**src/design/rtpd_pkg.sv**
```systemverilog
`timescale 1ns / 1ps

package rtpd_pkg;

  // First byte of an interleaved ("$") header.
  localparam logic [7:0] DollarByte = 8'h24;

  // Top two bits of the first body byte for RTP version 2.
  localparam logic [1:0] RtpVersion2 = 2'b10;

  localparam int unsigned ByteW   = 8;
  localparam int unsigned LengthW = 16;

  // Latched framing codes as shown on framing_kind.
  typedef enum logic [1:0] {
    FRAMING_UNKNOWN = 2'd0,
    FRAMING_LEN2    = 2'd1,
    FRAMING_DOLLAR  = 2'd2
  } framing_e;

  // Parser phase. The two codes left over are treated as the header phase.
  typedef enum logic [2:0] {
    PH_HDR0  = 3'd0,
    PH_CHAN  = 3'd1,
    PH_LENHI = 3'd2,
    PH_LENLO = 3'd3,
    PH_BODY0 = 3'd4,
    PH_BODYN = 3'd5
  } phase_e;

  // One result from the parser for the current byte.
  typedef struct packed {
    logic             valid;
    logic [ByteW-1:0] data;
    logic             first;
    logic             last;
    framing_e         framing;
  } result_t;

endpackage

```
**src/design/rtpd_parser.sv**
```systemverilog
`timescale 1ns / 1ps

module rtpd_parser
  import rtpd_pkg::*;
(
  input  logic             clk_i,
  input  logic             rst_ni,
  input  logic             take_i,
  input  logic [ByteW-1:0] byte_i,
  output result_t          result_o
);

  phase_e               phase_q, phase_d;
  logic [ByteW-1:0]     len_hi_q, len_hi_d;
  logic [LengthW-1:0]   remain_q, remain_d;
  logic                 accept_q, accept_d;
  framing_e             framing_q, framing_d;

  always_ff @(posedge clk_i or negedge rst_ni) begin
    if (!rst_ni) begin
      phase_q   <= PH_HDR0;
      len_hi_q  <= '0;
      remain_q  <= '0;
      accept_q  <= 1'b0;
      framing_q <= FRAMING_UNKNOWN;
    end else if (take_i) begin
      phase_q   <= phase_d;
      len_hi_q  <= len_hi_d;
      remain_q  <= remain_d;
      accept_q  <= accept_d;
      framing_q <= framing_d;
    end
  end

  always_comb begin
    phase_d   = phase_q;
    len_hi_d  = len_hi_q;
    remain_d  = remain_q;
    accept_d  = accept_q;
    framing_d = framing_q;

    result_o         = '0;
    result_o.data    = byte_i;
    result_o.framing = framing_q;

    unique case (phase_q)
      PH_CHAN: begin
        // The channel number is not used.
        phase_d = PH_LENHI;
      end
      PH_LENHI: begin
        len_hi_d = byte_i;
        phase_d  = PH_LENLO;
      end
      PH_LENLO: begin
        remain_d = {len_hi_q, byte_i};
        phase_d  = ({len_hi_q, byte_i} == '0) ? PH_HDR0 : PH_BODY0;
      end
      PH_BODY0, PH_BODYN: begin
        // The version check on the first body byte decides the whole body.
        if (phase_q == PH_BODY0) begin
          accept_d = (byte_i[ByteW-1 -: 2] == RtpVersion2);
        end
        result_o.valid = accept_d;
        result_o.first = (phase_q == PH_BODY0);
        result_o.last  = (remain_q == LengthW'(1));
        remain_d       = remain_q - LengthW'(1);
        phase_d        = (remain_q == LengthW'(1)) ? PH_HDR0 : PH_BODYN;
      end
      default: begin
        if (byte_i == DollarByte) begin
          if (framing_q == FRAMING_UNKNOWN) begin
            framing_d = FRAMING_DOLLAR;
          end
          phase_d = PH_CHAN;
        end else begin
          if (framing_q == FRAMING_UNKNOWN) begin
            framing_d = FRAMING_LEN2;
          end
          len_hi_d = byte_i;
          phase_d  = PH_LENLO;
        end
      end
    endcase
  end

endmodule

```
**src/design/rtp_over_tcp_deframer_top.sv**
```systemverilog
`timescale 1ns / 1ps

// RTP-over-TCP deframer.
// The input channel (in_valid_i / in_ready_o / stream_byte_i) carries the TCP
// byte stream, one byte per transfer. Each frame starts with either a two-byte
// big-endian length or a four-byte interleaved header ('$', channel, length).
// The header form of the first frame is latched and shown on framing_kind_o.
// The output channel (out_valid_o / out_ready_i) carries the bodies of frames
// whose first byte marks RTP version 2, one byte per transfer, with first and
// last flags. Header bytes, empty frames and other bodies give no transfer.
// A body byte taken on the input is registered and offered on the output in
// the next cycle. Throughput is one byte per cycle while the receiver keeps
// up; the parser state and the one output register are the only storage, so
// the next byte can be taken while the previous result is being handed over.
// When the receiver stalls, the output register holds its byte and in_ready_o
// drops until that byte is taken; no byte is lost or repeated.
// Reset clears the parser to expect a header and the framing to unknown, and
// empties the output register.

module rtp_over_tcp_deframer_top
  import rtpd_pkg::*;
(
  input  logic             clk_i,
  input  logic             rst_ni,
  input  logic             in_valid_i,
  output logic             in_ready_o,
  input  logic [ByteW-1:0] stream_byte_i,
  output logic             out_valid_o,
  input  logic             out_ready_i,
  output logic [ByteW-1:0] packet_byte_o,
  output logic             first_of_packet_o,
  output logic             last_of_packet_o,
  output logic [1:0]       framing_kind_o
);

  logic    in_xfer;
  result_t result;

  logic             out_valid_q, out_valid_d;
  logic [ByteW-1:0] data_q;
  logic             first_q;
  logic             last_q;
  framing_e         framing_q;

  // The output register can take a new result when it is empty or when its
  // current content leaves in this cycle.
  assign in_ready_o = !out_valid_q || out_ready_i;
  assign in_xfer    = in_valid_i && in_ready_o;

  rtpd_parser u_parser (
    .clk_i    (clk_i),
    .rst_ni   (rst_ni),
    .take_i   (in_xfer),
    .byte_i   (stream_byte_i),
    .result_o (result)
  );

  always_comb begin
    out_valid_d = out_valid_q;
    if (in_xfer) begin
      out_valid_d = result.valid;
    end else if (out_ready_i) begin
      out_valid_d = 1'b0;
    end
  end

  always_ff @(posedge clk_i or negedge rst_ni) begin
    if (!rst_ni) begin
      out_valid_q <= 1'b0;
    end else begin
      out_valid_q <= out_valid_d;
    end
  end

  // Payload is loaded only with a real result, so a stalled byte stays put.
  always_ff @(posedge clk_i) begin
    if (in_xfer && result.valid) begin
      data_q    <= result.data;
      first_q   <= result.first;
      last_q    <= result.last;
      framing_q <= result.framing;
    end
  end

  assign out_valid_o       = out_valid_q;
  assign packet_byte_o     = data_q;
  assign first_of_packet_o = first_q;
  assign last_of_packet_o  = last_q;
  assign framing_kind_o    = framing_q;

endmodule

```
**config.mk**
```make
export PLATFORM = sky130hd
export DESIGN_NAME = rtp_over_tcp_deframer_top
export DESIGN_NICKNAME = d
export VERILOG_FILES = /design/src/design/rtpd_pkg.sv /design/src/design/rtpd_parser.sv /design/src/design/rtp_over_tcp_deframer_top.sv
export SDC_FILE = /design/constraint.sdc
export NUM_CORES = 1
export LEC_CHECK = 0
export ABC_AREA = 1
export BUFFER_PORTS_ARGS = -buffer_cell sky130_fd_sc_hd__buf_4
export CAP_MARGIN = 20
export CORE_UTILIZATION = 30
export CTS_BUF_LIST = sky130_fd_sc_hd__clkbuf_16
export DETAILED_ROUTE_END_ITERATION = 8
export SLEW_MARGIN = 20
export SYNTH_ARGS = -nofsm -noshare
export SYNTH_HDL_FRONTEND = slang
export SYNTH_HIERARCHICAL = 1
export SYNTH_SLANG_ARGS = --single-unit
```
**constraint.sdc**
```tcl
create_clock -name clk_i -period 3.05 [get_ports clk_i]
set_clock_uncertainty 0.15 [all_clocks]
set_input_delay 0.1525 -clock clk_i [delete_from_list [all_inputs] [get_ports clk_i]]
set_output_delay 0.1525 -clock clk_i [all_outputs]
set_load 0.03 [all_outputs]
```
==> impl_metrics.tcl, run 1 <==
set metrics [dict create \
    run_status "finished, final reports clean" \
    maximum_buffer_depth_of_the_clock_tree 2 \
    tritoncts.num_buffers 5 \
    full_die_area_um2 8540 \
    power.density_cell_area_nw_per_um2 840 \
    synth.most_common_cell "sky130_fd_sc_hd__nand2_1" \
    clock-root-buffer "sky130_fd_sc_hd__clkbuf_16" \
    critical_path_arrival_ps 1830 \
    core_region_area_um2 7810 \
    vias_per_cell 4.71 \
    num_vias 2083 \
    grt_setup_unrepaired "no" \
    synthesis.instances 311 \
    die_h_um 92.4 \
    maxSlewViolCount 0 \
    grt_start_max_net_pins 32 \
    antenna_violating_nets_post_route 0 \
    globalplace.congestion 0.781 \
    total_area_of_sequential_cells_um2 1140 \
    fmax_mhz 485 \
    worst-slew-pin-transition_ps 554 \
    worst_endpoint_required_time_ps 2820 \
    switching_share_pct 40.4 \
    power_mw 2.46 \
    drt_first_pass_iters 4 \
    setup-tns-final_ps 0 \
    nNetsFinal 353 \
    fin_crit_sh_pct 67.5 \
    worst-setup-path-type "reg2reg" \
    netlist-cell-type-count 32 \
    most_used_flip_flop_cell_after_synthesis "sky130_fd_sc_hd__dfrtp_1" \
    synth_async_sr_flop_share_pct 72.1 \
    cts_resized 0 \
    clock-sinks 43 \
    antenna_found_initial 0 \
    netlist.top_cell.by_area "sky130_fd_sc_hd__dfrtp_1" \
    antenna_cells_inserted 0 \
    synth_cell_count_leaders "87 x sky130_fd_sc_hd__nand2_1, 36 x sky130_fd_sc_hd__inv_1, 31 x sky130_fd_sc_hd__dfrtp_1, 31 x sky130_fd_sc_hd__nand3_1, 31 x sky130_fd_sc_hd__nor2_1" \
    area_of_combinational_cells_with_multiple_inputs_um2 1050 \
    synth.yosys.seq_area_share_pct 46.4 \
    netlist.area_leader.share_pct 31.6 \
    vdd.ir_drop.worst_uv 262 \
    wire_length_after_detailed_routing_mm 5.49 \
    wire_per_inst_um 12.4 \
    worstHoldPathType "in2reg" \
    drt_drc_violations_left 0 \
    yosys_register_bits 43 \
    post-cts-setup-buffers 0 \
    grt_usage_pct 13.7 \
    start_util_pct 31.4 \
    grt_first_pass_wirelength_mm 9.29 \
    final_hold_viol_count 0 \
    layout-drive-gt1-share_pct 19.7 \
    period_minus_slack_ps 2060 \
    iteration_0_drc_markers 133 \
    tritoncts "yes" \
    synth_edf_count 12 \
    grt_pass1_vias 1948 \
    synth.yosys.warnings 6 \
    area_growth_syn_to_layout_pct 19.6 \
    postSynthNetCount 325 \
    cts.htree.levels 2 \
    die_span_in_x_um 92.4 \
    start_kind "flop" \
    gr-total-overflow 0 \
    power_leakage_nw 1.33 \
    drv_cap 0 \
    power_switching_mw 0.995 \
    critical_path.endpoint_type "flop" \
    finalSetupViolCount 0 \
    io_buffers 25 \
    post_cts_hold_buffer_count 10 \
    clkPwrFrac_pct 24.5 \
    synth.cell_area_um2 2450 \
    fillCellCount 775 \
    ios 26 \
    ff2ff_setup_slack_ps 990 \
    rows 32 \
    slew_headroom_pct 63.0 \
    clkSlewWorstSetupHoldPaths_ps 60 \
    sequential_share_of_power_pct 38.5 \
    cell_internal_pwr_mw 1.47 \
    post_synth.cell_area_avg_um2 7.88 \
    p_comb_share_pct 36.9 \
    post_synth_main_area_contributors "sky130_fd_sc_hd__dfrtp_1 32%, sky130_fd_sc_hd__edfxtp_1 15%, sky130_fd_sc_hd__nand2_1 13%" \
    path_max_fanout 12 \
    clock_network_latency_to_the_later_pin_of_the_worst_skew_pair_ps 280 \
    place.detailed.hpwl_mm 3.98 \
]
-- registers in the layout, summed over array words and instances, names as in the netlist --
signal,count
first_of_packet_o,1
last_of_packet_o,1
u_parser/len_hi_q,8
packet_byte_o,8
u_parser/accept_q,1
framing_kind_o,2
out_valid_o,1
u_parser/framing_q,2
u_parser/phase_q,3
u_parser/remain_q,16
-- metal layers --
metal / global-route usage, % / vias to the layer above / part of all wire (%)
met5: 0 / - / 0
met4: 3.26 / 0 / 0.95
li1: - / 1046 / -
met2: 22.8 / 41 / 48
met1: 18.7 / 991 / 47
met3: 1.72 / 5 / 4.2
-- worst max-delay path, stage by stage (launching register included) --
cell and delay (ps):
sky130_fd_sc_hd__dfrtp_1 460, sky130_fd_sc_hd__inv_2 80, sky130_fd_sc_hd__nor3_2 170, sky130_fd_sc_hd__nand3_1 90
sky130_fd_sc_hd__o21ai_0 80, sky130_fd_sc_hd__inv_1 70, sky130_fd_sc_hd__nor2_1 80, sky130_fd_sc_hd__inv_1 60
sky130_fd_sc_hd__nor2_2 450
-- area by class of cell --
cell class                      count  area share [%]
Timing Repair Buffer               35            9.82
Multi-Input combinational cell    213            36.0
Sequential cell                    43            38.8
Inverter                           41            5.34
Clock buffer                        5            4.27
Clock inverter                      3            1.49
Tap cell                          102            4.36
-- final timing paths --
kind                                        from                    to  depth (start not counted)
hold reg to reg            u_parser/framing_q[1]     framing_kind_o[1]                          0
max in group asynchronous                 rst_ni  u_parser/remain_q[9]                          2
setup / recovery             u_parser/phase_q[2]      packet_byte_o[3]                          8
setup reg to reg             u_parser/phase_q[2]      packet_byte_o[3]                          8
min in group asynchronous                 rst_ni   u_parser/phase_q[0]                          2
hold / removal                       out_ready_i           out_valid_o                          4
-- cells by family after synthesis --
kind of cell	after synthesis	share of synthesized area [%]
flops	43	46.4
simple gates	171	31.2
compound gates	40	10.7
fa+ha+maj	2	1.02
buf+inv	55	10.7
-- metrics by stage --
step	area, µm²	util, %	cells	hold WS [ps]	setup slack [ps]
floorplan	2450	-	311	-293	1210
global placement	2660	34.1	424	-26.7	1040
detailed placement	2660	34.1	424	-29.5	989
CTS	2930	37.5	442	24.9	979
global route	2930	37.5	442	43.8	695
finish	2930	37.5	442	26.0	990
-- layout by cell type, fill, tap and decap left out, drive strengths merged --
cell type,count
a22oi,1
nand2,96
bufinv,1
o21ai,20
o21bai,1
a21oi,13
o211ai,3
dlygate4sd3,10
nand4,3
nand3b,2
nor2,36
ha,2
and2,1
clkinv,2
nor3,2
buf,25
a31o,1
inv,41
edfxtp,12
o22ai,1
nand3,31
clkbuf,5
dfrtp,31
-- power by group through the flow --
stage	registers, mW	logic [mW]	clock network, mW
final	0.948	0.909	0.604
after global routing	0.971	1.05	0.637
after CTS	0.944	0.911	0.614
after detailed placement	0.952	0.895	0
after global placement	0.952	0.878	0
after floorplan	0.910	0.739	0
Note: power is estimated with default switching activity, not from simulation.
==> run 2, diff against run 1 <==
- clock period: 3.05 -> 1.9 ns (I/O delays scaled with it)
==> run 2 against run 1 <==
Effect of this change: first-iteration DRC count increased by 41%; core utilization is 0.58 points higher; clock-buffer cell count is the same; final area grew 1.5%; routed wire length is 2.8% higher.
==> impl_metrics.tcl, run 2 (synthesis gave the netlist of run 1 again) <==
set metrics [dict create \
    groute.layer.met1.usage_pct 19.5 \
    clkPwrFrac_pct 21.1 \
    gr-total-overflow 0 \
    detailedPlace.worstSlack_ps 90.4 \
    drv_cap 0 \
    fmax_mhz 565 \
    switching_share_pct 41.7 \
    tritoncts.num_buffers 5 \
    clock-sinks 43 \
    grt_first_pass_wirelength_mm 9.52 \
    cell_internal_pwr_mw 2.26 \
    area_growth_syn_to_layout_pct 21.4 \
    timing.critical_path.mode_cell "sky130_fd_sc_hd__inv_1" \
    worst-slew-pin-transition_ps 407 \
    num_vias 2068 \
    critical_path.endpoint_type "flop" \
    final_hold_viol_count 0 \
    clock-root-buffer "sky130_fd_sc_hd__clkbuf_16" \
    met2_resource_use_gr_pct 22.7 \
    start_kind "flop" \
    die_h_um 92.4 \
    vias_per_cell 4.61 \
    place_area_um2 2690 \
    path_max_fanout 7 \
    antenna_found_initial 0 \
    grt_usage_pct 14.1 \
    vdd.ir_drop.worst_uv 383 \
    grt-busiest-layer "met2" \
    clkSlewWorstSetupHoldPaths_ps 60 \
    io_buffers 25 \
    wire_per_inst_um 12.6 \
    grt_setup_unrepaired "no" \
    grt_pass1_vias 1935 \
    maxSlewViolCount 0 \
    fillCellCount 766 \
    fin_crit_sh_pct 93.2 \
    largest_reg_flops 16 \
    hold_ws_ps 146 \
    timing.critical_path.slowest_cell_delay_ps 410 \
    worst_endpoint_required_time_ps 1750 \
    sequential_share_of_power_pct 38.8 \
    antenna_cells_inserted 0 \
    cts.htree.levels 2 \
    p_comb_share_pct 40.1 \
    power.density_cell_area_nw_per_um2 1300 \
    place.detailed.hpwl_mm 4.03 \
    path_buf_inv 4 \
    drt_drc_violations_left 0 \
    slew_headroom_pct 72.9 \
    layout-drive-gt1-share_pct 21.0 \
    cp_top_family "simple AND/OR/NAND/NOR gates" \
    setup-tns-final_ps 0 \
    master_of_the_slowest_instance_on_the_critical_path "sky130_fd_sc_hd__dfrtp_2" \
    rows 32 \
    commonest_cells_after_routing_fill_and_taps_aside "87 x sky130_fd_sc_hd__nand2_1, 37 x sky130_fd_sc_hd__inv_1, 31 x sky130_fd_sc_hd__buf_4, 31 x sky130_fd_sc_hd__nor2_1, 31 x sky130_fd_sc_hd__nand3_1" \
    globalplace.congestion 0.822 \
    period_minus_slack_ps 1770 \
    nNetsFinal 360 \
    critical_path_arrival_ps 1620 \
    power_switching_mw 1.62 \
    finalSetupViolCount 0 \
    worst-setup-path-type "reg2reg" \
    postLayoutSetupSlackWorst_ps 130 \
    full_die_area_um2 8540 \
    ios 26 \
    registers.top_by_ff_count "u_parser/remain_q" \
    wire_length_after_detailed_routing_mm 5.64 \
    grt_start_max_net_pins 32 \
    worstHoldPathType "in2async" \
    maximum_buffer_depth_of_the_clock_tree 2 \
    clock_network_latency_to_the_later_pin_of_the_worst_skew_pair_ps 280 \
    antenna_violating_nets_post_route 0 \
    tritoncts "yes" \
    iteration_0_drc_markers 187 \
    critical_path_cell_list "inv_2, nor3_4, nand3_1, o21ai_0, inv_1, nor2_1, inv_1, nor2_2, buf_4" \
    run_status "finished, final reports clean" \
    gr_util_met3_pct 1.97 \
    die_span_in_x_um 92.4 \
    drt_first_pass_iters 4 \
    layout.cells.most_common "sky130_fd_sc_hd__nand2_1" \
    core_region_area_um2 7810 \
    power_leakage_nw 1.36 \
    start_util_pct 31.4 \
    finalInstanceArea_um2 2980 \
]
==> run 2: stage by stage <==
stage	power [mW]	utilization (%)	instances
3_3_place_gp	2.94	34.5	428
4_1_cts	3.83	37.7	447
6_report	3.88	38.1	449
2_1_floorplan	2.65	-	311
5_1_grt	4.22	38.1	449
3_5_place_dp	2.97	34.5	428
==> run 2: final timing paths <==
check / startpoint / end / slack [ps] / cells past startpoint
max in group asynchronous: rst_ni / u_parser/phase_q[2] / 1130 / 2
hold / removal: rst_ni / out_valid_o / 150 / 2
setup reg to reg: u_parser/phase_q[2] / packet_byte_o[4] / 130 / 9
min in group clk_i: u_parser/len_hi_q[3] / u_parser/len_hi_q[3] / 320 / 2
setup / recovery: u_parser/phase_q[2] / packet_byte_o[4] / 130 / 9
hold reg to reg: u_parser/len_hi_q[3] / u_parser/len_hi_q[3] / 320 / 2
==> run 2: routing by layer <==
layer / routed length (µm) / up-vias
li1: - / 1061
met3: 157 / 8
met5: 0 / -
met4: 69 / 0
met2: 2710 / 39
met1: 2700 / 960
==> run 2: layout make-up <==
type	instances	area, µm²	area share [%]
Timing Repair Buffer	42	343	11.5
Clock buffer	5	125	4.21
Multi-Input combinational cell	213	1070	36.0
Clock inverter	3	16.3	0.547
Inverter	41	156	5.26
Tap cell	102	128	4.29
Sequential cell	43	1140	38.2
==> run 2: power groups by stage <==
stage	Sequential [mW]	Combinational, mW	Clock, mW
6_report	1.50	1.55	0.817
5_1_grt	1.54	1.78	0.889
4_1_cts	1.50	1.49	0.846
3_5_place_dp	1.51	1.46	0
3_3_place_gp	1.51	1.43	0
2_1_floorplan	1.46	1.19	0
==> run 2: repair_timing <==
action                     4_1_cts  5_1_grt
hold endpoints to repair        48        0
setup endpoints to repair        0       18
setup buffers                    0        2
hold buffers                    11        0
resized for setup                0        4
==> run 3, diff against run 2 <==
- CORE_UTILIZATION: 30 -> 50
- HOLD_SLACK_MARGIN: unset -> 0.06
- PLACE_DENSITY: unset -> 0.7
==> run 3 against run 2 <==
Effect of this change: routed wire length increased by 6.1%; critical path depth decreased by 1; critical endpoint is now last_of_packet_o; maximum frequency decreased by 3.3%.
==> impl_metrics.tcl, run 3 (synthesis gave the netlist of run 1 again) <==
set metrics [dict create \
    cts.htree.levels 2 \
    iteration_0_drc_markers 172 \
    commonest_cells_after_routing_fill_and_taps_aside "87 x sky130_fd_sc_hd__nand2_1, 35 x sky130_fd_sc_hd__inv_1, 34 x sky130_fd_sc_hd__buf_4, 31 x sky130_fd_sc_hd__nand3_1" \
    start_kind "flop" \
    critical_path_cell_list "nor3_4, nand3_1, o21ai_1, inv_1, nor2_2, inv_2, nor2_4, clkbuf_16" \
    critical_path_arrival_ps 1690 \
    clkSlewWorstSetupHoldPaths_ps 60 \
    antenna_violating_nets_post_route 0 \
    area_of_combinational_cells_with_multiple_inputs_um2 1070 \
    worstSetupStartpoint "u_parser/phase_q[1]" \
    met3_length_um 240 \
    grt_pass1_vias 2011 \
    num_vias 2159 \
    die_h_um 72.0 \
    postLayoutSetupSlackWorst_ps 70.3 \
    final_hold_viol_count 0 \
    layoutNonFillerInstCount 419 \
    globalplace.congestion 0.886 \
    antenna_found_initial 0 \
    vias_per_cell 5.15 \
    worstHoldPathType "in2async" \
    grt_first_pass_wirelength_mm 9.33 \
    reg2reg_to "last_of_packet_o" \
    fmax_mhz 547 \
    reg2reg_depth 8 \
    largest_reg_flops 16 \
    run_status "finished, final reports clean" \
    slew_headroom_pct 72.1 \
    detailedPlace.worstSlack_ps 30.8 \
    vdd.ir_drop.worst_uv 756 \
    core_region_area_um2 4720 \
    core_utilization_of_the_finished_layout_pct 64.0 \
    antenna_cells_inserted 0 \
    power_leakage_nw 1.40 \
    maxSlewViolCount 0 \
    clock_network_latency_to_the_later_pin_of_the_worst_skew_pair_ps 290 \
    full_die_area_um2 5190 \
    period_minus_slack_ps 1830 \
    cp_top_family "simple AND/OR/NAND/NOR gates" \
    nNetsFinal 365 \
    rows 25 \
    wire_length_after_detailed_routing_mm 5.98 \
    maximum_buffer_depth_of_the_clock_tree 2 \
    route.met2.wl_mm 3.02 \
    power.density_cell_area_nw_per_um2 1360 \
    critical_path.endpoint_type "flop" \
    drv_cap 0 \
    grt_start_max_net_pins 32 \
    die_span_in_x_um 72.0 \
    area_growth_syn_to_layout_pct 23.4 \
    tritoncts.num_buffers 5 \
    tritoncts "yes" \
    worst_endpoint_required_time_ps 1760 \
    ios 26 \
    finalInstanceArea_um2 3020 \
    r2r_start "u_parser/phase_q[1]" \
    total_area_of_sequential_cells_um2 1140 \
    registers.top_by_ff_count "u_parser/remain_q" \
    clock-sinks 43 \
    worst-setup-path-type "reg2reg" \
    worst-slew-pin-transition_ps 419 \
    clock-root-buffer "sky130_fd_sc_hd__clkbuf_16" \
    crit_path_depth 8 \
    io_buffers 25 \
    fillCellCount 397 \
    place.detailed.hpwl_mm 4.05 \
    gr-total-overflow 0 \
    drt_drc_violations_left 0 \
    master_of_the_slowest_instance_on_the_critical_path "sky130_fd_sc_hd__dfrtp_2" \
    place_area_um2 2670 \
    start_util_pct 51.9 \
    grt_usage_pct 23.6 \
    place.detailed.instances 394 \
    timing.critical_path.slowest_cell_delay_ps 440 \
    drt_first_pass_iters 4 \
    wire_per_inst_um 14.3 \
    highest_layer "met4" \
    fin_crit_sh_pct 96.3 \
    path_max_fanout 6 \
    wirelength_met1_mm 2.62 \
    path_buf_inv 3 \
    layout-drive-gt1-share_pct 23.0 \
    finalSetupViolCount 0 \
    layout.cells.most_common "sky130_fd_sc_hd__nand2_1" \
    setup-tns-final_ps 0 \
    ff2ff_setup_slack_ps 70 \
]
-- run 3: timing repair --
action / in CTS / in global routing
hold buffers: 11 / 0
gates resized for setup: 0 / 6
buffers inserted: 0 / 5
setup endpoints to repair: 0 / 12
hold endpoints to repair: 51 / 0
-- run 3: how the worst max path moves through the flow --
stage	end	slack, ps
global placement	packet_byte_o[5]	160
global route	first_of_packet_o	-5
CTS	first_of_packet_o	20
finish	last_of_packet_o	70
floorplan	first_of_packet_o	60
detailed placement	packet_byte_o[5]	30
-- run 3: metrics by stage --
| step | power [mW] | hold WS [ps] |
|---|---|---|
| after global routing | 4.39 | 181 |
| final | 4.11 | 133 |
| after floorplan | 2.65 | -351 |
| after detailed placement | 3.00 | -95.5 |
| after global placement | 2.95 | -95.5 |
| after CTS | 4.02 | 137 |
-- run 3: area by class of cell --
| cell class | instances | share of cell area, % |
|---|---|---|
| Sequential cell | 43 | 37.6 |
| Multi-Input combinational cell | 213 | 35.3 |
| Timing Repair Buffer | 47 | 13.6 |
| Inverter | 41 | 5.17 |
| Clock buffer | 5 | 4.14 |
| Tap cell | 67 | 2.77 |
| Clock inverter | 3 | 1.45 |
-- run 3: power breakdown --
group / leakage (nW) / switching (mW) / internal (mW) / total (mW)
combinational: 0.822 / 1.05 / 0.562 / 1.61
clock: 0.0838 / 0.373 / 0.620 / 0.994
sequential: 0.492 / 0.261 / 1.25 / 1.51
-- run 3: routing by layer --
metal | vias to the layer above | global-route usage (%)
met3 | 10 | 4.58
met4 | 0 | 8.28
met2 | 49 | 40.0
li1 | 1073 | -
met1 | 1027 | 30.4
met5 | - | 0
